<file path="src/sv/jci_pkg.sv">
// ----------------------------------------------------------------------------
// jci_pkg
// Shared types and constants of the joint command interpolator.
// ----------------------------------------------------------------------------
`default_nettype none

package jci_pkg;

   localparam int DEFAULT_NUM_JOINTS = 32;
   localparam int NUM_WORDS          = 13;
   localparam int QUEUE_DEPTH        = 2;

   // item kinds
   localparam logic REQ_WRITE   = 1'b0;
   localparam logic REQ_COMPUTE = 1'b1;

   // table word selects
   localparam logic [3:0] SEL_Q_START   = 4'd0;
   localparam logic [3:0] SEL_Q_DELTA   = 4'd1;
   localparam logic [3:0] SEL_DQ_START  = 4'd2;
   localparam logic [3:0] SEL_DQ_DELTA  = 4'd3;
   localparam logic [3:0] SEL_KP_START  = 4'd4;
   localparam logic [3:0] SEL_KP_DELTA  = 4'd5;
   localparam logic [3:0] SEL_KD_START  = 4'd6;
   localparam logic [3:0] SEL_KD_DELTA  = 4'd7;
   localparam logic [3:0] SEL_Q_MIN     = 4'd8;
   localparam logic [3:0] SEL_Q_MAX     = 4'd9;
   localparam logic [3:0] SEL_DQ_LIM    = 4'd10;
   localparam logic [3:0] SEL_TAU_LIM   = 4'd11;
   localparam logic [3:0] SEL_GROUP     = 4'd12;

   // configuration register indexes
   localparam logic [2:0] CSR_LOWER_KP_MIN = 3'd0;
   localparam logic [2:0] CSR_LOWER_KP_MAX = 3'd1;
   localparam logic [2:0] CSR_LOWER_KD_MIN = 3'd2;
   localparam logic [2:0] CSR_LOWER_KD_MAX = 3'd3;
   localparam logic [2:0] CSR_UPPER_KP_MIN = 3'd4;
   localparam logic [2:0] CSR_UPPER_KP_MAX = 3'd5;
   localparam logic [2:0] CSR_UPPER_KD_MIN = 3'd6;
   localparam logic [2:0] CSR_UPPER_KD_MAX = 3'd7;

   localparam logic [16:0] PHASE_ONE = 17'd65536;
   localparam logic [30:0] GAIN_MAX  = 31'h7FFF_FFFF;
   localparam logic [23:0] X_CAP     = 24'h80_0000;

   typedef struct packed {
      logic              req_type;
      logic [4:0]        joint_index;
      logic [3:0]        param_select;
      logic signed [31:0] param_value;
      logic [16:0]       phase;
      logic signed [31:0] meas_q;
      logic signed [31:0] meas_dq;
   } req_payload_type;

   typedef struct packed {
      logic [4:0]         out_joint;
      logic signed [31:0] q_cmd;
      logic signed [31:0] dq_cmd;
      logic [30:0]        kp_cmd;
      logic [30:0]        kd_cmd;
      logic               motor_mode;
      logic               torque_scaled;
      logic               write_ack;
   } rsp_payload_type;

   typedef struct packed {
      logic [30:0] lower_kp_min;
      logic [30:0] lower_kp_max;
      logic [30:0] lower_kd_min;
      logic [30:0] lower_kd_max;
      logic [30:0] upper_kp_min;
      logic [30:0] upper_kp_max;
      logic [30:0] upper_kd_min;
      logic [30:0] upper_kd_max;
   } gain_cfg_type;

   typedef struct packed {
      logic                        is_write;
      logic                        bad_joint;
      logic [4:0]                  joint;
      logic [16:0]                 phase;
      logic signed [31:0]          meas_q;
      logic signed [31:0]          meas_dq;
      logic [NUM_WORDS-1:0][31:0]  words;
   } job_type;

endpackage

`default_nettype wire

</file>
<file path="src/sv/jci_queue.sv">
// ----------------------------------------------------------------------------
// jci_queue
// Short job queue between the front and the back.
// ----------------------------------------------------------------------------
`default_nettype none

module jci_queue (
   input  wire logic             clock,
   input  wire logic             reset,
   input  wire logic             push_valid,
   output logic                  push_ready,
   input  wire jci_pkg::job_type push_job,
   output logic                  pop_valid,
   input  wire logic             pop_ready,
   output jci_pkg::job_type      pop_job
);
   import jci_pkg::*;

   localparam int PW = (QUEUE_DEPTH > 1) ? $clog2(QUEUE_DEPTH) : 1;
   localparam int CW = PW + 1;

   job_type       slot_ff [QUEUE_DEPTH];
   logic [PW-1:0] wr_ptr_ff, wr_ptr_in;
   logic [PW-1:0] rd_ptr_ff, rd_ptr_in;
   logic [CW-1:0] count_ff, count_in;
   logic          do_push, do_pop;

   assign push_ready = count_ff != CW'(QUEUE_DEPTH);
   assign pop_valid  = count_ff != '0;
   assign pop_job    = slot_ff[rd_ptr_ff];
   assign do_push    = push_valid && push_ready;
   assign do_pop     = pop_valid && pop_ready;

   always_comb begin
      wr_ptr_in = do_push ? wr_ptr_ff + 1'b1 : wr_ptr_ff;
      rd_ptr_in = do_pop ? rd_ptr_ff + 1'b1 : rd_ptr_ff;
      count_in  = count_ff + CW'(do_push) - CW'(do_pop);
   end

   always_ff @(posedge clock) begin
      if (reset) begin
         wr_ptr_ff <= '0;
         rd_ptr_ff <= '0;
         count_ff  <= '0;
      end else begin
         wr_ptr_ff <= wr_ptr_in;
         rd_ptr_ff <= rd_ptr_in;
         count_ff  <= count_in;
      end
   end

   always_ff @(posedge clock) begin
      if (do_push) begin
         slot_ff[wr_ptr_ff] <= push_job;
      end
   end

endmodule

`default_nettype wire

</file>
<file path="config.mk">
export PLATFORM = sky130hd
export DESIGN_NAME = jci_queue
export DESIGN_NICKNAME = d
export VERILOG_FILES = /design/src/sv/jci_pkg.sv /design/src/sv/jci_queue.sv
export SDC_FILE = /design/constraint.sdc
export NUM_CORES = 1
export LEC_CHECK = 0
export ABC_AREA = 1
export BUFFER_PORTS_ARGS = -buffer_cell sky130_fd_sc_hd__clkbuf_2
export CAP_MARGIN = 20
export CORE_AREA = 2 2 399 401
export DETAILED_ROUTE_END_ITERATION = 10
export DIE_AREA = 0 0 401 403
export SLEW_MARGIN = 25
export SYNTH_ARGS = -nofsm -noshare
export SYNTH_HDL_FRONTEND = slang
export SYNTH_SLANG_ARGS = --single-unit
</file>
<file path="constraint.sdc">
create_clock -name clock -period 34.6 [get_ports clock]
set_input_delay 3.46 -clock clock [delete_from_list [all_inputs] [get_ports clock]]
set_output_delay 3.46 -clock clock [all_outputs]
set_load 0.03 [all_outputs]
</file>
Yosys cells after proc, flatten, opt, wreduce, memory -nomap -nowiden
Memories as Yosys holds them, arrays and structs flattened. A register that Yosys moved wholly into a read port is not among the register bits.
Index checks and enable logic that the tools add are counted.
- register bits after elaboration: 4
- bits in writable memories: 1008
- input port bits: 508
- output and inout bits: 506
- word-level logic and storage cells: 16
- memories kept: 1
- memory list (memory ; words ; bits a word ; read ports ; clocked after memory_dff ; write ports ; RTL line ; RTL):
    slot_ff ; 2 ; 504 ; 1 ; 1 ; 1 ; jci_queue.sv:22 ; job_type slot_ff [QUEUE_DEPTH];
- add/subtract/negate cells: 4
- equal/unequal tests: 1
- mux-type cells: 4
- reductions and logical operators: 3
- operators by type and width (cell ; number):
    1-bit two-way mux ; 4
    1-bit adder (second input constant) ; 2
    2-bit by 1-bit adder with 2-bit output ; 1
    1-bit logical AND ; 2
    2-bit != test (second input constant) ; 1
    2-bit nonzero test ; 1
    2-bit by 1-bit subtractor with 2-bit output ; 1

Longest topological paths before layout
- word-level depth: 4
- depth in mapped cells: 11
- depth with buffers taken out: 11

Worst setup path after synthesis
No wires, ideal clock.
- path type: input port to flip-flop
- from: in push_valid
- to: mem slot_ff[1][0] in the netlist's numbering (enable)
- library setup time: 1.387 ns
- arrival: 24.481 ns
- data required time: 33.213 ns
- slack: 8.732 ns
- cell stages on the path: 2
- path buffers: 0
- cell sequence: nand2_1 -> nor2_1
- word-level cells in the longest chain between the ends: 3
- ends and longest elaborated chain (element ; RTL line ; RTL):
    from (decl) ; jci_queue.sv:10 ; input wire logic push_valid,
    1-bit logical AND ; jci_queue.sv:31 ; assign do_push = push_valid && push_ready;
    1-bit two-way mux ; jci_queue.sv:53 ; if (do_push) begin
    1-bit two-way mux (not written as such) ; jci_queue.sv:54 ; slot_ff[wr_ptr_ff] <= push_job;
    to (decl) ; jci_queue.sv:22 ;
No other way between the ends.

==> impl_metrics.json <==
{
  "syn_area_per_cell_um2": 22.9,
  "max-vdd-ir-drop_mv": 0.0477,
  "busiest_layer": "met2",
  "syn_inst": 1604,
  "setup_ws_ps": 26480,
  "gr-usage-all-layers_pct": 12.2,
  "initial_core_util_pct": 23.4,
  "cp_top_family": "buffers and inverters",
  "die_h_um": 403,
  "slowest_delay_ps": 850,
  "cts_resized": 0,
  "synthToLayoutAreaGrowth_pct": 29.1,
  "drc_errors": 0,
  "syn-cell-area_um2": 36800,
  "rsz0062_at_grt": "false",
  "final_area_um2": 47500,
  "clkSinkCount": 1013,
  "wl_per_cell_um": 21.3,
  "yosysWarnings": 0,
  "grt_max_degree": 159,
  "p_leak_nw": 17.4,
  "fillerInstances": 15600,
  "crit_path_start_kind": "flop",
  "io_buffers": 1013,
  "drive_gt1_share_pct": 60.8,
  "grtUsageMet2_pct": 20.8,
  "cts_buffers": 105,
  "htree_levels": 3,
  "worst-path-stages": 5,
  "antenna_found_initial": 33,
  "vias": 19400,
  "period_needed_ps": 8120,
  "synth_top_cell_area_share_pct": 82.3,
  "synth_seq_cells": 1013,
  "io_pins": 1014,
  "r2r_cells": 8,
  "met3_usage_pct": 3.87,
  "clk_pin_slew_ps": 60,
  "cp_num_buf_inv": 4,
  "yosysUniqueCellTypes": 13,
  "fin_setup_tns_ps": 0,
  "max_slew_margin_pct": 22.6,
  "postCtsHoldBufs": 0,
  "gp_congestion": 0.825,
  "grt-ovfl-total": 0,
  "slowest_stage": "dfxtp_4",
  "insertion_delay_ps": 710,
  "placed_cell_area_um2": 44000,
  "outcome": "completed",
  "wl_um": 103000,
  "met1_usage_pct": 14.3,
  "core.rowCount": 146,
  "holdWs_ps": 506,
  "synth_top_area_cell": "edfxtp_1",
  "max_freq_ghz": 0.123,
  "drt_iter0_drc": 1042,
  "crit_chain": "buf_4, buf_4, buf_4, mux2_2, clkbuf_2",
  "postCtsSetupRepairBufs": 0,
  "maxCapViolations": 0,
  "vias_per_cell": 3.99,
  "fp.dieW_um": 401,
  "tightest_slew_ps": 1160,
  "critPathKind": "reg2out",
  "total_power_mw": 3.78,
  "crit_arrival_ps": 4660,
  "min_path_cells": 2,
  "clock_path_buffers": 3,
  "end_kind": "output pin",
  "cts_tree": "done",
  "finalHoldViolations": 0,
  "core_um2": 157000,
  "setup_viol": 0,
  "grt_first_pass_wirelength_um": 141000,
  "finClkSkew_ps": 19.7,
  "path_max_fanout": 64,
  "crit_path_frequent_cell": "buf_4",
  "hold_path.class": "reg2reg",
  "cts_root_buffer": "clkbuf_16",
  "place_ws_ps": 26520,
  "drt-pass1-iter-count": 4,
  "grt_pass1_vias": 19700,
  "yosys-top-cells-area": "edfxtp_1 (82%), mux2_2 (15%), buf_6 (1.6%), dfxtp_1 (0.27%), nor2_1 (0.092%)",
  "finalNetCount": 3197,
  "finalMaxSlewViolations": 0,
  "dp_hpwl_um": 75700,
  "dieArea_um2": 162000,
  "syn_nets": 2113,
  "drtAntennaViolNets": 0,
  "fin_crit_sh_pct": 23.5,
  "cp.required_ps": 31140,
  "synth-seq-area-share_pct": 82.6,
  "power_per_cell_area_nw_per_um2": 79.6
}
## power by group
part           switching (mW)  internal, mW  total [mW]
clock                   0.472         0.629        1.10
combinational           0.747         0.329        1.08
sequential             0.0435          1.56        1.60
total                    1.26          2.52        3.78
## cell type report
type | count | area, um2 | share of cell area, %
multi-input combinational | 527 | 5800 | 12.2
clock buffer | 132 | 2770 | 5.84
clock inverter | 60 | 599 | 1.26
sequential | 1013 | 30400 | 64.0
inverter | 8 | 30.0 | 0.0633
tap | 2072 | 2590 | 5.46
timing repair buffer | 1033 | 5290 | 11.1
antenna | 9 | 22.5 | 0.0474
## worst min-delay path, cell delays in order, from the launching register on
cell and delay [ps]:
dfxtp_1 320, nor2_1 60, nor2_1 90
## metrics by stage
step                instances  utilization [%]
floorplan                1604                -
global placement         4652             28.0
detailed placement       4652             28.0
CTS                      4844             30.1
global route             4851             30.1
finish                   4854             30.1
## per-layer routing
layer	share of wire, %	routed length, um
met5	0.075	78
met4	2.6	2680
met3	7.3	7520
met2	51	52300
met1	39	40800
## cell families after synthesis
kind of cell / after synthesis / synth area share, %
flops: 1013 / 82.6
mux: 504 / 15.4
buf+inv: 64 / 1.73
simple gates: 19 / 0.201
compound gates: 2 / 0.0272
xor+xnor: 1 / 0.0238
fa+ha+maj: 1 / 0.0340
## sequential cells by signal, summed over array words and instances (netlist names), named ones only
| register | cells |
|---|---|
| wr_ptr_ff | 1 |
| rd_ptr_ff | 1 |
| count_ff | 2 |
| slot_ff | 1008 |
## placed cells by master, fill, tap and decap left out, types with 3 or more instances in the layout
cell,netlist,layout
edfxtp_1,1008,1008
clkbuf_16,0,107
buf_12,0,3
buf_6,52,3
nor2_1,9,7
mux2_2,504,504
clkinv_2,0,19
clkinv_1,0,22
clkbuf_2,0,1013
inv_1,8,8
buf_4,0,13
diode_2,0,9
clkinv_16,0,4
dfxtp_1,5,4
bufinv_16,0,8
nand2_1,8,8
clkbuf_1,0,25
## Yosys cell counts
cell type / count
a21oi_1: 2
buf_2: 4
buf_6: 52
dfxtp_1: 5
edfxtp_1: 1008
ha_1: 1
inv_1: 8
mux2_2: 504
nand2_1: 8
nand3_1: 1
nor2_1: 9
nor3_1: 1
xnor2_1: 1
## worst paths after layout
kind / start / endpoint / slack, ps
hold / removal: rd_ptr_ff$_SDFFE_PP0P_ / rd_ptr_ff$_SDFFE_PP0P_ / 510
setup / recovery: flop / pop_job[482] / 26480
hold reg to reg: rd_ptr_ff$_SDFFE_PP0P_ / rd_ptr_ff$_SDFFE_PP0P_ / 510
setup reg to reg: count_ff[0]$_SDFF_PP0_ / slot_ff[0][8]$_DFFE_PP_ / 29680
Note: power is estimated with default switching activity, not from simulation.
